<file path="src/hdl/pas_pkg.sv">
// shared types and constants for the polyline area simplifier
// no dependencies; imported by pas_area and polyline_area_simplifier_core
package pas_pkg;

  localparam int COORD_W   = 24;
  localparam int AREA_W    = 50;
  localparam int IDX_OUT_W = 6;
  localparam int DIFF_W    = COORD_W + 1;
  localparam int PROD_W    = 2 * DIFF_W;
  localparam int SUM_W     = PROD_W + 1;

  localparam logic [AREA_W-1:0] AREA_MAX = {AREA_W{1'b1}};

  typedef struct packed {
    logic signed [COORD_W-1:0] point_x;
    logic signed [COORD_W-1:0] point_y;
    logic                      last_point;
  } pas_in_t;

  typedef struct packed {
    logic                 keep_point;
    logic [IDX_OUT_W-1:0] point_index;
    logic                 last_result;
    logic                 overflow;
  } pas_out_t;

  // three vertices of one triangle, a and c around b
  typedef struct packed {
    logic signed [COORD_W-1:0] ax;
    logic signed [COORD_W-1:0] ay;
    logic signed [COORD_W-1:0] bx;
    logic signed [COORD_W-1:0] by;
    logic signed [COORD_W-1:0] cx;
    logic signed [COORD_W-1:0] cy;
  } pas_tri_t;

endpackage

</file>
<file path="src/hdl/pas_area.sv">
// three stage doubled triangle area unit, saturated to the area width
// depends on pas_pkg
module pas_area
  import pas_pkg::*;
(
  input  logic              clk,
  input  logic              rst_n,
  input  logic              start,
  input  pas_tri_t          tri_in,
  output logic              done,
  output logic [AREA_W-1:0] area
);

  logic signed [DIFF_W-1:0] d1_r, d2_r, d3_r, d4_r;
  logic signed [PROD_W-1:0] p1_r, p2_r;
  logic                     v1_r, v2_r, v3_r;
  logic [AREA_W-1:0]        area_r;
  logic signed [SUM_W-1:0]  diff;
  logic [SUM_W-1:0]         mag;

  always_ff @(posedge clk) begin
    if (!rst_n) begin
      v1_r <= 1'b0;
      v2_r <= 1'b0;
      v3_r <= 1'b0;
    end else begin
      v1_r <= start;
      v2_r <= v1_r;
      v3_r <= v2_r;
    end
  end

  always_comb begin
    diff = SUM_W'(p1_r) - SUM_W'(p2_r);
    mag  = diff[SUM_W-1] ? SUM_W'(-diff) : SUM_W'(diff);
  end

  always_ff @(posedge clk) begin
    // edge vectors from a
    d1_r <= DIFF_W'(tri_in.bx) - DIFF_W'(tri_in.ax);
    d2_r <= DIFF_W'(tri_in.cy) - DIFF_W'(tri_in.ay);
    d3_r <= DIFF_W'(tri_in.cx) - DIFF_W'(tri_in.ax);
    d4_r <= DIFF_W'(tri_in.by) - DIFF_W'(tri_in.ay);
    p1_r <= d1_r * d2_r;
    p2_r <= d3_r * d4_r;
    area_r <= (|mag[SUM_W-1:AREA_W]) ? AREA_MAX : mag[AREA_W-1:0];
  end

  assign done = v3_r;
  assign area = area_r;

endmodule

</file>
<file path="config.mk">
export PLATFORM = sky130hd
export DESIGN_NAME = pas_area
export DESIGN_NICKNAME = d
export VERILOG_FILES = /design/src/hdl/pas_pkg.sv /design/src/hdl/pas_area.sv
export SDC_FILE = /design/constraint.sdc
export NUM_CORES = 2
export LEC_CHECK = 0
export ABC_AREA = 1
export BUFFER_PORTS_ARGS = -buffer_cell sky130_fd_sc_hd__buf_2
export CAP_MARGIN = 20
export CORE_MARGIN = 5
export CORE_UTILIZATION = 60
export DETAILED_ROUTE_END_ITERATION = 7
export PLACE_DENSITY_LB_ADDON = 0.1
export SLEW_MARGIN = 20
export SYNTH_ARGS = -nofsm -noshare
export SYNTH_HDL_FRONTEND = slang
export SYNTH_SLANG_ARGS = --single-unit
</file>
<file path="constraint.sdc">
create_clock -name clk -period 6.9 [get_ports clk]
set_clock_uncertainty 0.1 [all_clocks]
set_input_delay 0.345 -clock clk [delete_from_list [all_inputs] [get_ports clk]]
set_output_delay 0.345 -clock clk [all_outputs]
set_load 0.05 [all_outputs]
</file>
# After elaboration in Yosys (flattened, before gate mapping)
# Cells that the tools add are included.
# totals
ff_bits	253
latchBits	0
ram_bits	0
romBits	0
in_bits	147
out_inout_bits	51
wordCells	19
mem_count	0
# op_classes
addsub	6
n_mul	2
div	0
magnitude_cmp	0
eq_ne	0
shift	0
muxes	1
bitwise_logic	0
n_reduce_logical	0
# ops
cell	count
multiplier 25 x 25 -> 50 bit	2
subtractor 24 x 24 -> 25 bit	4
2-to-1 mux 51 bit	1
negator 51 bit	1
subtractor 50 x 50 -> 51 bit	1

# Longest topological paths before layout
# logic_depth
word_depth	3
ltp_mapped	32
depth_no_buf	30

# Worst setup path after synthesis
# Ideal clock, no wire load.
# synth_path
path_kind	reg2reg
startpoint	reg d3_r[24]
endpoint	reg p2_r[48]
setup_ns	0.072
t_arrival_ns	6.620
required_time_ns	6.728
path_slack_ns	0.109
stages_incl_launch_ff	26
n_path_buf	2
period_less_slack_ns	6.791
path_cell_list	dfxtp_1 > clkbuf_1 > clkbuf_1 > nand2_1 > inv_1 > fa_1 > fa_1 > inv_1 > fa_1 > inv_1 > fa_1 > fa_1 > fa_1 > fa_1 > ha_1 > nand2_1 > nor2_1 > inv_1 > nor3_1 > nand3b_1 > nand3_1 > nand3_1 > o211ai_1 > nand2_1 > nand2_1 > xor2_1
# synth_between
elab_chain_len	1
# synth_lines
element	line	rtl
start, declared	pas_area.sv:14	logic signed [DIFF_W-1:0] d1_r, d2_r, d3_r, d4_r;
start signal, assigned	pas_area.sv:42	d3_r <= DIFF_W'(tri_in.cx) - DIFF_W'(tri_in.ax);
multiplier 25 x 25 -> 50 bit	pas_area.sv:45	p2_r <= d3_r * d4_r;
end signal, assigned	pas_area.sv:45	
end, declared	pas_area.sv:15	logic signed [PROD_W-1:0] p1_r, p2_r;
# Every way passes these cells.
# A chain may end at the register's enable or synchronous reset.

# Worst setup path after layout
# layout_path
startpoint	reg d3_r[24]
endpoint	reg p2_r[49]
# Same word-level chain as after synthesis.

==> impl_metrics.py <==
metrics = {
    "logic_synthesis": {
        "synth_area_sq_um": 63400,
        "synth_edf_count": 0,
        "synth-main-ff-cell": "dfxtp_1",
        "yosysWarnings": 0,
        "syn_inst": 8250,
        "synthArstFlopShare_pct": 0,
        "postSynthAreaPerCell_sq_um": 7.68,
        "synth-seq-cells": 253,
        "yosys.area.top_type": "fa_1",
        "synth_top_cell_area_share_pct": 41.7,
        "yosysSeqAreaShare_pct": 7.99,
        "yosysUniqueCellTypes": 51,
        "synth_area_leaders": "fa_1 (42%), inv_1 (14%), nand2_1 (12%), ha_1 (8.5%), dfxtp_1 (8.0%)",
        "synth_nets": 10147,
    },
    "worst_setup_path": {
        "crit_path_max_fanout": 8,
        "crit_end": "p2_r[49]",
        "cp-startpoint": "d3_r[24]",
        "critical_path_class": "register to register",
        "rr_worst_depth": 19,
        "slowest_delay_ns": 0.69,
        "r2r_setup_slack_ns": 0.22,
        "cp_common_cell": "fa_1",
        "cp_slowest_cell": "fa_1",
        "required_ns": 7.26,
        "r2r-end": "p2_r[49]",
        "cp.arrival_ns": 7.05,
        "cp-end-kind": "register",
        "reg2reg_from": "d3_r[24]",
        "crit_chain": "buf_4, buf_4, nand2_1, fa_1, inv_1, fa_1, inv_1, fa_1, inv_1, fa_1, inv_1, fa_1, fa_1, fa_1, xnor2_1, xnor2_1, xnor2_1, xnor2_1, xor2_1",
        "start_kind": "register",
    },
    "final_layout": {
        "drive_above_1_share_pct": 8.66,
        "utilization_pct": 65.9,
        "syn2layout_area_growth_pct": 9.26,
        "instances_no_fill": 9886,
        "fillers": 9249,
        "nets": 10368,
    },
    "routing": {
        "viasPerCell": 5.28,
        "ant_nets": 0,
        "post_drt_wl_per_cell_microns": 19.1,
        "dr.first_iter.drc_count": 3990,
        "wl_mm": 189,
        "vias": 52247,
        "drcViolationCount": 0,
        "drtPass1Iterations": 6,
    },
    "grt": {
        "grt_max_degree": 48,
        "grt_pass1_wl_mm": 302,
        "first_global_vias": 55828,
        "overflow": 0,
        "antenna_found_initial": 12,
        "grt_util_all_layers_pct": 34.5,
    },
    "timing": {
        "tightest_slew_ns": 1.03,
        "fmax_mhz": 150,
        "slew_viol_final": 0,
        "hold_viol": 0,
        "hold_ws_ns": 0.00809,
        "setup_violations": 0,
        "fin_crit_ns": 6.68,
        "min_period_over_period_pct": 96.9,
        "relSlewSlack_pct": 31.2,
    },
    "job": {
        "max_cap_viol_count": 0,
    },
    "run_status": {
        "outcome": "complete, no violations",
    },
    "cts": {
        "cts_tree": "done",
        "cts_buffers": 35,
        "cts-root-buf": "clkbuf_16",
        "cts_sinks": 253,
        "htree_levels": 2,
        "cts.path.max_buffers": 3,
        "clk_pin_slew_ns": 0.07,
        "clk_latency_ns": 0.59,
    },
    "floorplanning": {
        "initial_core_util_pct": 60.3,
        "io_pins": 198,
        "die_height_microns": 335,
        "fp-row-count": 119,
        "dieArea_sq_um": 112000,
        "die_w_microns": 335,
        "core_area_sq_um": 105000,
    },
    "min_path": {
        "min_path_type": "input pin to register",
        "min_from": "tri_in[96]",
    },
    "placed_design": {
        "port-buffer-count": 197,
        "hpwl_mm": 162,
        "place_inst": 9815,
        "place.gp.congestion": 0.966,
    },
}
[registers in the layout, summed over array words and instances (netlist names)]
register / count
area: 50
p1_r: 50
p2_r: 50
d1_r: 25
d2_r: 25
d3_r: 25
d4_r: 25
done: 1
v1_r: 1
v2_r: 1
[timing repair]
| item | CTS | global route |
|---|---|---|
| gates cloned | 0 | 4 |
| pin swaps | 0 | 4 |
| setup endpoints to repair | 7 | 47 |
| gates resized for setup | 12 | 113 |
| hold buffers | 3 | 0 |
| buffers inserted | 0 | 3 |
| hold endpoints to repair | 3 | 0 |
[worst min path at each step]
stage | to | slack [ns] | cells past startpoint
after global routing | d4_r[0] | 0.02 | 3
final | d4_r[0] | 0.008 | 3
after global placement | done | 0.29 | 2
after CTS | d4_r[0] | 0.0008 | 3
after floorplan | done | 0.29 | 2
after detailed placement | v2_r | 0.30 | 2
[cell families after synthesis]
family | share of synthesized area, %
AOI/OAI and AO/OA | 4.70
xor gates and xnor gates | 3.17
adders and majority gates | 50.2
buffers and inverters | 16.1
DFF | 7.99
and+or+nand+nor | 17.8
[cells in the mapped netlist, drive strengths merged, types with 6 or more instances]
| cell | n |
|---|---|
| a21boi | 6 |
| nor4 | 14 |
| xor2 | 130 |
| nor3 | 37 |
| nand2 | 2069 |
| nand4 | 62 |
| o21a | 12 |
| nand3b | 19 |
| dfxtp | 253 |
| o21bai | 16 |
| fa | 1321 |
| o211ai | 14 |
| a31oi | 46 |
| inv | 2401 |
| o21ai | 139 |
| clkbuf | 303 |
| xnor2 | 96 |
| nand3 | 201 |
| nor2 | 347 |
| ha | 429 |
| buf | 10 |
| or2 | 13 |
| a21o | 18 |
| a21oi | 265 |
[routing by layer]
| metal | vias up | track usage [%] | wire length, microns | part of all wire [%] |
|---|---|---|---|---|
| li1 | 24097 | - | - | - |
| met1 | 25601 | 46.7 | 77200 | 41 |
| met2 | 2123 | 56.8 | 88300 | 47 |
| met3 | 416 | 5.85 | 15800 | 8.4 |
| met4 | 10 | 11.8 | 7700 | 4.1 |
| met5 | - | 0 | 72 | 0.038 |
[critical path, delay by kind of cell, from the launching register on]
family,cells,cell delay [ns]
AND/OR/NAND/NOR,1,0.15
flip-flops,1,0.40
XOR/XNOR,5,1.02
buffers and inverters,6,0.77
adder cells (fa/ha/maj),7,4.11
[layout make-up]
cell class                      count  area [sq um]  area share, %
Clock inverter                     16           214          0.309
Sequential cell                   253          5150           7.43
Antenna cell                        1          2.50        0.00361
Multi-Input combinational cell   5280         48300           69.7
Clock buffer                       44           981           1.42
Inverter                         2404          9020           13.0
Timing Repair Buffer              497          3850           5.56
Tap cell                         1391          1740           2.51
[cell usage in the layout (no fill, tap or decap), types with 19 or more instances in the layout]
master     instances
nor3_1            31
buf_12            38
xnor2_1           93
nor2_2            21
inv_1           2382
dfxtp_2           26
dfxtp_1          214
nor2_1           321
nand2_2           30
nand2_1         2035
buf_2            197
nand3b_1          19
nand3_1          183
ha_1             424
fa_1            1318
a31oi_1           41
nand4_1           61
a21oi_1          259
buf_4            240
clkbuf_16         40
inv_2             19
xor2_1           129
o21ai_0          131
[per-stage QoR]
| step | cell area (sq um) | setup TNS [ns] | worst slack, ns |
|---|---|---|---|
| finish | 69200 | 0 | 0.216 |
| global route | 69200 | -0.0814 | -0.0220 |
| CTS | 68800 | 0 | 0.00388 |
| detailed placement | 67500 | -0.318 | -0.113 |
| global placement | 67500 | -0.120 | -0.0417 |
| floorplan | 63400 | 0 | 0.109 |
Power is not shown: default switching activity piles up to over one toggle a cycle in this logic, so the estimate is an artifact.
