### src/hdl/pas_ram.sv
// generic single write port, single read port ram with registered read
// no dependencies
module pas_ram #(
  parameter int WIDTH = 8,
  parameter int DEPTH = 64
) (
  input  logic                     clk,
  input  logic                     we,
  input  logic [$clog2(DEPTH)-1:0] waddr,
  input  logic [WIDTH-1:0]         wdata,
  input  logic [$clog2(DEPTH)-1:0] raddr,
  output logic [WIDTH-1:0]         rdata
);

  logic [WIDTH-1:0] mem [DEPTH];

  always_ff @(posedge clk) begin
    if (we) begin
      mem[waddr] <= wdata;
    end
    rdata <= mem[raddr];
  end

endmodule

### config.mk
export PLATFORM = sky130hd
export DESIGN_NAME = pas_ram
export DESIGN_NICKNAME = d
export VERILOG_FILES = /design/src/hdl/pas_ram.sv
export SDC_FILE = /design/constraint.sdc
export NUM_CORES = 1
export LEC_CHECK = 0
export ABC_AREA = 0
export BUFFER_PORTS_ARGS = -buffer_cell sky130_fd_sc_hd__buf_2
export CELL_PAD_IN_SITES_DETAIL_PLACEMENT = 0
export CELL_PAD_IN_SITES_GLOBAL_PLACEMENT = 2
export CORE_MARGIN = 1
export CORE_UTILIZATION = 45
export DETAILED_ROUTE_END_ITERATION = 16
export GPL_ROUTABILITY_DRIVEN = 0
export HOLD_SLACK_MARGIN = 0.05
export PLACE_DENSITY = 0.69
export SLEW_MARGIN = 20
export SYNTH_ARGS = -nofsm -noshare
export SYNTH_HDL_FRONTEND = slang
export SYNTH_SLANG_ARGS = --single-unit
### constraint.sdc
create_clock -name clk -period 2.2 [get_ports clk]
set_input_delay 0.11 -clock clk [delete_from_list [all_inputs] [get_ports clk]]
set_output_delay 0.11 -clock clk [all_outputs]
set_load 0.02 [all_outputs]
## Yosys cells after proc, flatten, opt, wreduce, memory -nomap -nowiden

Memories as Yosys holds them, arrays and structs flattened. A register that Yosys moved wholly into a read port is not among the register bits.
Cells that the tools add are included.
W data, S select, Z words.

- Register bits after elaboration: 0
- RAM bits: 512
- Memories: 1

- Muxes and demuxes: 2

Memories:

| memory | words | width | read ports | clocked after Yosys merged registers in | wr ports | line | source |
|---|---|---|---|---|---|---|---|
| mem | 64 | 8 | 1 | 1 | 1 | 15 | `logic [WIDTH-1:0] mem [DEPTH];` |

Operators with widths:

| kind | number |
|---|---|
| $mux W1 | 2 |

## Depth between registers and ports, before layout

Gate-level depths: netlist (run 1).

- Depth in word-level cells: 2
- Mapped depth: 9
- Gate-level depth less buffers: 5

## Least setup slack after synthesis (run 1)

No wires, ideal clock.

- Path kind: input -> register
- Start point: input port raddr[1]
- End point: register rdata[3], read port of mem
- Setup time: 0.128 ns
- Data arrival time: 1.650 ns
- Data required time: 2.072 ns
- Path slack: 0.422 ns
- Cell stages on the path: 7
- Buffers on the path: 3
- Cells stage by stage: buf_4 buf_2 buf_2 mux4_2 mux4_2 o21ai_1 o41ai_1

RTL lines:

| element | line | source |
|---|---|---|
| from (decl) | 11 | `input logic [$clog2(DEPTH)-1:0] raddr,` |
| to (decl) | 12 | `output logic [WIDTH-1:0] rdata` |

==> impl_metrics.env, run 1 <==
export IMPL_final_common_cell="edfxtp_1"
export IMPL_required_ps=2660
export IMPL_status="finished clean"
export IMPL_vdd_ir_drop_max_v=0.000820
export IMPL_maxSlewHeadroom_pct=46.0
export IMPL_clockRootBuffer="clkbuf_16"
export IMPL_dpl_hpwl_um=29700
export IMPL_maxCapViolCount=0
export IMPL_synth_flop_cell="edfxtp_1"
export IMPL_die_x_um=214
export IMPL_antenna_found_initial=0
export IMPL_worstPathCellList="mux4_2 -> mux2_2 -> o221a_2 -> nor3_1 -> o32ai_1"
export IMPL_regToRegSetupSlack_ps=190
export IMPL_vias_per_cell=5.59
export IMPL_cts_tree="yes"
export IMPL_cts_buffers=53
export IMPL_wirelength_um=45900
export IMPL_initial_utilization_pct=45.6
export IMPL_grt_max_degree=65
export IMPL_synth_seq_cells=520
export IMPL_r2r_start="mem[29][4]"
export IMPL_coreArea_um2=44200
export IMPL_min_delay_worst_endpoint="mem[54][5]"
export IMPL_cp_slowest_cell="mux4_2"
export IMPL_hold_violations=0
export IMPL_synth_xor_area_share_pct=0
export IMPL_ant_nets=0
export IMPL_worstSetupPathType="reg2reg"
export IMPL_crit_family="multiplexers"
export IMPL_cts_htree_levels=2
export IMPL_rows=77
export IMPL_grt_total_usage_pct=21.2
export IMPL_clk_latency_ps=600
export IMPL_slowest_delay_ps=470
export IMPL_dieArea_um2=45700
export IMPL_multiInputGateArea_um2=4320
export IMPL_postSynthAreaPerCell_um2=21.5
export IMPL_drcViolationCount=0
export IMPL_holdPathStages=1
export IMPL_yosysUniqueCellTypes=40
export IMPL_synth_compound_area_share_pct=2.07
export IMPL_grt_pass1_wl_um=67900
export IMPL_synth_nets=962
export IMPL_rsz0062_at_grt="false"
export IMPL_port_buffers=29
export IMPL_placed_area_um2=22000
export IMPL_totalPowerFinal_mw=20.6
export IMPL_ctsResizeCount=0
export IMPL_min_period_over_period_pct=91.4
export IMPL_p_leak_nw=7.68
export IMPL_final_layout_size_suffix_gt1_share_pct=33.4
export IMPL_cts_setup_buffers=0
export IMPL_wl_per_cell_um=26.2
export IMPL_ys_seq_area_share_pct=77.0
export IMPL_r2r_end="rdata[4]"
export IMPL_cts_clk_slew_worst_paths_ps=60
export IMPL_rr_worst_depth=5
export IMPL_vias=9808
export IMPL_cp_num_buf_inv=0
export IMPL_fin_skew_ps=29.8
export IMPL_drtPass1Iterations=5
export IMPL_die_h_um=214
export IMPL_cp_arrival_ps=2470
export IMPL_synthSimpleGateAreaFrac_pct=3.39
export IMPL_num_antenna_cells=0
export IMPL_clockBufferDepth=3
export IMPL_nets=1143
export IMPL_period_minus_slack_ps=2010
export IMPL_fmax_ghz=0.497
export IMPL_synth_edff_count=512
export IMPL_worstSetupEndpointType="flop"
export IMPL_synth_warnings=0
export IMPL_cp_start_kind="flop"
export IMPL_drt_iter0_markers=932
export IMPL_layout_common_cells="512 x edfxtp_1, 133 x buf_4, 126 x mux4_2, 83 x nor2_1, 53 x clkbuf_16"
export IMPL_grt_pass1_vias=10100
export IMPL_final_util_pct=53.5
export IMPL_synth_top_family_by_area="multiplexers"
export IMPL_crit_fanout=1
export IMPL_async_reset_ff_share_pct=0
export IMPL_area_delta_synth_final_pct=17.3
export IMPL_setup_violations=0
export IMPL_muxShareOfSynthArea_pct=15.9
export IMPL_final_area_um2=23700
export IMPL_tightest_slew_ps=810
export IMPL_regArea_um2=15500
export IMPL_grt_ovfl_total=0
export IMPL_fillers=3417
export IMPL_synth_area_um2=20200
export IMPL_powerDensity_nw_per_um2=870
export IMPL_postSynthCellCount=940
export IMPL_ioPinCount=30
export IMPL_synth_fa_ha_area_share_pct=0
export IMPL_slew_violations=0
export IMPL_hold_class="in2reg"
export IMPL_hold_start="wdata[5]"
export IMPL_cts_sinks=520
[worst max-delay path by stage]
stage / start / endpoint / cells past startpoint
finish: mem[29][4] / rdata[4] / 5
global route: mem[29][4] / rdata[4] / 5
CTS: mem[29][4] / rdata[4] / 5
detailed placement: raddr[0] / rdata[5] / 8
global placement: raddr[0] / rdata[5] / 8
floorplan: raddr[1] / rdata[3] / 7
[synth_stat cells (4+ instances only)]
| cell type | number | area [um2] |
|---|---|---|
| nand3_1 | 13 | 65.1 |
| o221ai_1 | 8 | 70.1 |
| nand2_1 | 19 | 71.3 |
| a211oi_1 | 4 | 30.0 |
| buf_2 | 11 | 55.1 |
| o22ai_1 | 8 | 50.1 |
| mux2_2 | 13 | 146 |
| dfxtp_1 | 8 | 160 |
| edfxtp_1 | 512 | 15400 |
| mux2i_1 | 23 | 230 |
| buf_1 | 4 | 15.0 |
| mux4_2 | 126 | 2840 |
| a221oi_1 | 6 | 52.6 |
| nor2b_1 | 14 | 87.6 |
| nor2_1 | 83 | 312 |
| nand2b_1 | 7 | 43.8 |
| buf_6 | 4 | 45.0 |
| nor3_1 | 7 | 35.0 |
| buf_4 | 13 | 97.6 |
| clkbuf_1 | 17 | 63.8 |
[through the flow]
stage / hold WS [ps] / setup TNS [ps] / setup WS, ps / instances
after floorplan: 209 / 0 / 422 / 940
final: 71.8 / 0 / 189 / 1755
after global placement: 520 / -371 / -130 / 1654
after CTS: 55.6 / 0 / 141 / 1755
after global routing: 95.8 / 0 / 59.0 / 1755
after detailed placement: 518 / -367 / -134 / 1654
[cells by family (layout without fill, tap and decap cells)]
logic type	Yosys count	count (layout)
mux	162	162
simple gates	153	153
compound gates	54	54
buf+inv	51	274
flops	520	520
[per-layer routing]
layer / GRT usage [%] / share of wire [%] / up-vias
li1: - / - / 4298
met1: 30.6 / 45 / 5216
met2: 33.0 / 48 / 234
met3: 3.32 / 4.4 / 60
met4: 7.51 / 2.8 / 0
met5: 0 / 0 / -
[sequential cells by signal (all words and copies together), names as in the netlist]
| register | count |
|---|---|
| mem | 512 |
| rdata | 8 |
[report_power, final]
group          switching, mW  internal, mW  leakage (nW)
registers             0.0397          11.0          4.67
logic                  0.661         0.476          2.21
clock network           3.64          4.80         0.796
[area by class of cell]
class	count	area share, %
multi-input combinational	369	18.2
timing repair buffer	177	6.10
sequential	520	65.7
clock inverter	33	1.03
tap	592	3.13
clock buffer	64	5.82
[timing repair]
item | in CTS | in global routing
hold endpoints to repair | 118 | 0
hold buffers | 4 | 0
endpoints found under the setup margin | 0 | 0
Note: power is estimated with default switching activity, not from simulation.
==> inputs of run 2 (changes only) <==
--- a/config.mk
+++ b/config.mk
@@ -5,16 +5,16 @@
 export SDC_FILE = /design/constraint.sdc
 export NUM_CORES = 1
 export LEC_CHECK = 0
-export ABC_AREA = 0
+export ABC_AREA = 1
 export BUFFER_PORTS_ARGS = -buffer_cell sky130_fd_sc_hd__buf_2
 export CELL_PAD_IN_SITES_DETAIL_PLACEMENT = 0
 export CELL_PAD_IN_SITES_GLOBAL_PLACEMENT = 2
 export CORE_MARGIN = 1
-export CORE_UTILIZATION = 45
+export CORE_UTILIZATION = 44
 export DETAILED_ROUTE_END_ITERATION = 16
 export GPL_ROUTABILITY_DRIVEN = 0
 export HOLD_SLACK_MARGIN = 0.05
-export PLACE_DENSITY = 0.69
+export PLACE_DENSITY = 0.77
 export SLEW_MARGIN = 20
 export SYNTH_ARGS = -nofsm -noshare
 export SYNTH_HDL_FRONTEND = slang
==> impl_metrics.env, run 2 <==
export IMPL_largest_register="mem"
export IMPL_reg_top3="mem: 512 flops, rdata: 8 flops"
export IMPL_ctsHoldBuffers=8
export IMPL_dieArea_um2=49400
export IMPL_grt_total_usage_pct=23.6
export IMPL_synth_seq_cells=520
export IMPL_holdWs_ps=117
export IMPL_ant_nets=0
export IMPL_postSynthAreaPerCell_um2=11.8
export IMPL_worstPathCellList="buf_2"
export IMPL_slew_violations=0
export IMPL_fillers=4221
export IMPL_ys_seq_area_share_pct=72.8
export IMPL_stdcell_count=2565
export IMPL_synth_edff_count=512
export IMPL_worstSetupEndpointType="output port"
export IMPL_powerDensity_nw_per_um2=878
export IMPL_cp_num_buf_inv=1
export IMPL_wl_per_cell_um=22.3
export IMPL_grt_ovfl_total=0
export IMPL_rows=80
export IMPL_final_layout_size_suffix_gt1_share_pct=11.9
export IMPL_wirelength_um=57100
export IMPL_die_x_um=222
export IMPL_cts_tree="yes"
export IMPL_drcViolationCount=0
export IMPL_vias_per_cell=5.38
export IMPL_p_sw_share_pct=22.6
export IMPL_area_delta_synth_final_pct=14.7
export IMPL_nets=1925
export IMPL_pwr_share_seq_pct=51.2
export IMPL_status="finished clean"
export IMPL_grt_max_degree=74
export IMPL_grt_pass1_wl_um=86300
export IMPL_hold_class="in2reg"
export IMPL_pwr_share_clk_pct=42.3
export IMPL_drtPass1Iterations=5
export IMPL_synth_top_area_share_pct=72.0
export IMPL_drt_iter0_markers=1098
export IMPL_maxSlewHeadroom_pct=54.5
export IMPL_hold_violations=0
export IMPL_final_common_cell="nand2_1"
export IMPL_synth_nets=1827
export IMPL_crit_family="flip-flops"
export IMPL_slowest_delay_ps=440
export IMPL_min_period_over_period_pct=62.1
export IMPL_synth_most_common_cell="nand2_1"
export IMPL_crit_fanout=1
export IMPL_grt_pass1_vias=13700
export IMPL_cts_sinks=520
export IMPL_synth_warnings=0
export IMPL_cts_buffers=54
export IMPL_cts_htree_levels=2
export IMPL_tightest_slew_ps=682
export IMPL_period_minus_slack_ps=1370
export IMPL_port_buffers=29
export IMPL_cp_start_kind="flop"
export IMPL_fin_setup_tns_ps=0
export IMPL_required_ps=2090
export IMPL_p_leak_nw=8.99
export IMPL_p_comb_share_pct=6.5
export IMPL_ctsResizeCount=0
export IMPL_cp_arrival_ps=1260
export IMPL_p_int_mw=16.6
export IMPL_worstSetupPathType="reg2out"
export IMPL_yosys_area_top_type="edfxtp_1"
export IMPL_clockBufferDepth=3
export IMPL_fin_skew_ps=12.4
export IMPL_cts_setup_buffers=0
export IMPL_rsz0062_at_grt="false"
export IMPL_clockRootBuffer="clkbuf_16"
export IMPL_largest_reg_flops=512
export IMPL_layout_common_cells="648 x nand2_1, 512 x edfxtp_1, 439 x nand3_1, 96 x buf_4, 57 x clkbuf_16"
export IMPL_dpl_hpwl_um=33700
export IMPL_vias=13800
export IMPL_p_sw_mw=4.85
export IMPL_cts_clk_slew_worst_paths_ps=60
export IMPL_clk_latency_ps=610
export IMPL_cp_slowest_cell="dfxtp_1"
export IMPL_synth_area_um2=21300
export IMPL_synth_flop_cell="edfxtp_1"
export IMPL_setup_violations=0
export IMPL_fmax_ghz=0.732
export IMPL_initial_utilization_pct=44.7
export IMPL_dp_cells=2454
export IMPL_yosys_top_cells_area="edfxtp_1 72%, nand2_1 11%, nand3_1 10%, buf_6 1.8%, nor2_1 0.99%"
export IMPL_ioPinCount=30
export IMPL_regArea_um2=15500
export IMPL_ys_top_cells_by_count="648 x nand2_1, 512 x edfxtp_1, 439 x nand3_1"
export IMPL_coreArea_um2=47700
export IMPL_async_reset_ff_share_pct=0
export IMPL_die_h_um=222
export IMPL_multiInputGateArea_um2=4950
export IMPL_antenna_found_initial=0
export IMPL_yosysUniqueCellTypes=16
export IMPL_vdd_ir_drop_max_v=0.000808
export IMPL_postSynthCellCount=1805
export IMPL_maxCapViolCount=0
## run 2: changes by cell type in the layout (fill, tap and decap cells not counted), sizes merged, moves of 14 or more
| cell | change |
|---|---|
| nand2 | +629 |
| mux4 | -126 |
| nor2 | -27 |
| nand3 | +426 |
| buf | -26 |
| mux2i | -23 |
| nor2b | -14 |
## run 2: final cells by class
class | instances | share of cell area, %
well taps | 615 | 3.14
diodes | 1 | 0.0102
inverters | 12 | 0.225
clock inverters | 37 | 1.23
multi-input cells | 1160 | 20.2
clock buffers | 65 | 5.95
repair buffers | 155 | 5.76
flip-flops and latches | 520 | 63.5
## run 2: power groups by stage
stage	clock, mW	sequential [mW]	combinational, mW
after global routing	9.60	11.0	1.54
after CTS	9.23	11.0	1.42
after global placement	0	11.2	1.40
after floorplan	0	11.2	0.771
after detailed placement	0	11.2	1.40
final	9.08	11.0	1.40
## run 2: cell families after synthesis
logic type / count (synthesis) / synth area share, %
buffers and inverters: 125 / 4.02
DFF: 520 / 72.8
and+or+nand+nor: 1160 / 23.2
## run 2: layer usage
layer  vias up  wire length (um)  global-route usage, %
li1       6555                 -                      -
met1      6812             25300                   32.5
met2       353             27400                   38.7
met3        90              2650                   3.04
met4         0              1700                   8.38
met5         -                 0                      0
## run 2: worst paths after layout
path | start | endpoint | slack, ps | depth (start not counted)
worst max register to register | mem[35][2] | rdata[2] | 850 | 8
worst max-delay path | rdata[2] | rdata[2] | 830 | 1
worst min-delay path | raddr[4] | rdata[2] | 120 | 5
worst min register to register | mem[44][1] | rdata[1] | 810 | 8
## run 2: per-stage QoR
stage | area, um2 | setup slack, ps | util [%] | power, mW
after floorplan | 21300 | 324 | - | 12.0
after global placement | 22600 | 372 | 47.4 | 12.6
after detailed placement | 22600 | 364 | 47.4 | 12.6
after CTS | 24500 | 794 | 51.3 | 21.7
after global routing | 24500 | 793 | 51.3 | 22.1
final | 24500 | 835 | 51.3 | 21.5
==> inputs of run 3 (changes only) <==
--- a/config.mk
+++ b/config.mk
@@ -5,16 +5,16 @@
 export SDC_FILE = /design/constraint.sdc
 export NUM_CORES = 1
 export LEC_CHECK = 0
-export ABC_AREA = 1
+export ABC_AREA = 0
 export BUFFER_PORTS_ARGS = -buffer_cell sky130_fd_sc_hd__buf_2
 export CELL_PAD_IN_SITES_DETAIL_PLACEMENT = 0
 export CELL_PAD_IN_SITES_GLOBAL_PLACEMENT = 2
 export CORE_MARGIN = 1
-export CORE_UTILIZATION = 44
+export CORE_UTILIZATION = 45
 export DETAILED_ROUTE_END_ITERATION = 16
 export GPL_ROUTABILITY_DRIVEN = 0
 export HOLD_SLACK_MARGIN = 0.05
-export PLACE_DENSITY = 0.77
+export PLACE_DENSITY = 0.72
 export SLEW_MARGIN = 20
 export SYNTH_ARGS = -nofsm -noshare
 export SYNTH_HDL_FRONTEND = slang
==> constraint.sdc (replaced) <==
create_clock -name clk -period 1.1 [get_ports clk]
set_input_delay 0.055 -clock clk [delete_from_list [all_inputs] [get_ports clk]]
set_output_delay 0.055 -clock clk [all_outputs]
set_load 0.02 [all_outputs]
==> impl_metrics.env, run 3 (synthesis gave the netlist of run 1 again) <==
export IMPL_crit_fanout=1
export IMPL_hold_class="in2reg"
export IMPL_largest_register="mem"
export IMPL_die_h_um=214
export IMPL_grt_pass1_wl_um=69700
export IMPL_nets=1177
export IMPL_p_leak_nw=8.20
export IMPL_ioPinCount=30
export IMPL_wirelength_um=47600
export IMPL_wl_per_cell_um=26.7
export IMPL_final_util_pct=58.0
export IMPL_num_antenna_cells=0
export IMPL_cp_start_kind="flop"
export IMPL_grt_max_degree=65
export IMPL_grt_ovfl_total=0
export IMPL_cp_arrival_ps=2250
export IMPL_required_ps=1560
export IMPL_rsz0062_at_grt="true"
export IMPL_largest_reg_flops=512
export IMPL_final_area_um2=25700
export IMPL_fmax_ghz=0.560
export IMPL_grt_pass1_vias=10400
export IMPL_maxCapViolCount=0
export IMPL_hold_violations=0
export IMPL_drt_iter0_markers=1009
export IMPL_initial_utilization_pct=45.6
export IMPL_placed_area_um2=23900
export IMPL_cts_htree_levels=2
export IMPL_final_layout_size_suffix_gt1_share_pct=43.0
export IMPL_setup_violations=14
export IMPL_cts_sinks=520
export IMPL_worst_slack_ps=-686
export IMPL_area_delta_synth_final_pct=27.2
export IMPL_min_period_over_period_pct=162
export IMPL_status="finished with violations"
export IMPL_fin_setup_tns_ps=-5380
export IMPL_vias=10100
export IMPL_tightest_slew_ps=623
export IMPL_ant_nets=0
export IMPL_dpl_hpwl_um=30600
export IMPL_maxSlewHeadroom_pct=58.1
export IMPL_powerDensity_nw_per_um2=1600
export IMPL_clockBufferDepth=3
export IMPL_vias_per_cell=5.66
export IMPL_clockRootBuffer="clkbuf_16"
export IMPL_port_buffers=29
export IMPL_fin_skew_ps=26.0
export IMPL_period_minus_slack_ps=1790
export IMPL_rows=77
export IMPL_final_common_cell="edfxtp_1"
export IMPL_reg_top3="mem: 512 flops, rdata: 8 flops"
export IMPL_drcViolationCount=0
export IMPL_regArea_um2=15600
export IMPL_cts_setup_buffers=0
export IMPL_cts_tree="yes"
export IMPL_failed_checks="setup timing"
export IMPL_cts_buffers=50
export IMPL_vdd_ir_drop_max_v=0.00101
export IMPL_drtPass1Iterations=5
export IMPL_cts_clk_slew_worst_paths_ps=60
export IMPL_worstSetupEndpointType="flop"
export IMPL_dieArea_um2=45700
export IMPL_coreArea_um2=44200
export IMPL_die_x_um=214
export IMPL_fillers=3207
export IMPL_antenna_found_initial=0
export IMPL_slew_violations=0
export IMPL_layout_common_cells="512 x edfxtp_1, 126 x mux4_2, 91 x buf_12, 86 x buf_4, 63 x nor2_4"
export IMPL_clk_latency_ps=580
export IMPL_multiInputGateArea_um2=5080
export IMPL_grt_total_usage_pct=21.8
export IMPL_worstSetupPathType="reg2reg"
run 3: cell count changes in the layout (fill, tap and decap cells not counted), moves of 10 or more:
cell / change
nor2_4: +63
nand2_1: -634
clkinv_2: -12
nand3_1: -432
clkbuf_1: +12
nor2b_1: +10
mux2_2: +11
mux2i_1: +23
buf_4: -10
buf_12: +68
nor2_1: -38
mux4_2: +126
run 3: per-layer routing:
metal | vias up | track usage (%) | share of wire [%]
li1 | 4373 | - | -
met1 | 5351 | 31.1 | 43
met2 | 306 | 34.5 | 49
met3 | 75 | 3.69 | 5.7
met4 | 0 | 6.75 | 2.4
met5 | - | 0 | 0
run 3: critical path, stage by stage, from the launching register on:
cell and delay [ps]:
edfxtp_1 390, mux4_2 480, mux4_2 510, nor2_4 120
nor3_2 40, o2bb2ai_1 120
run 3: final timing paths:
path | start | endpoint | slack (ps) | cells past startpoint
worst max-delay path | mem[14][1] | rdata[1] | -690 | 5
worst min-delay path | waddr[5] | mem[29][3] | 190 | 4
worst max register to register | mem[14][1] | rdata[1] | -690 | 5
worst min register to register | mem[31][6] | rdata[6] | 880 | 3
run 3: through the flow:
step | hold WS, ps | instances | setup slack (ps) | power (mW)
global route | 205 | 1784 | -748 | 42.2
CTS | 171 | 1784 | -700 | 41.3
detailed placement | 470 | 1686 | -994 | 25.1
floorplan | 154 | 940 | -550 | 23.8
finish | 193 | 1784 | -686 | 41.0
global placement | 478 | 1686 | -979 | 25.1
run 3: final cells by class:
cell class / count / share of cell area [%]
flip-flops and latches: 520 / 60.6
repair buffers: 214 / 10.8
clock buffers: 74 / 5.43
well taps: 592 / 2.89
clock inverters: 15 / 0.488
multi-input cells: 369 / 19.8
run 3: power by group:
group          total [mW]  switching (mW)  internal (mW)
logic                2.82            1.53           1.29
clock network        16.2            6.98           9.19
registers            22.0          0.0745           21.9
run 3: timing repair:
item,in CTS,in global routing
endpoints found under the hold margin,520,0
hold buffers,9,0
setup endpoints to repair,16,16
pin swaps,2,2
gates resized for setup,40,10
gates cloned,0,0
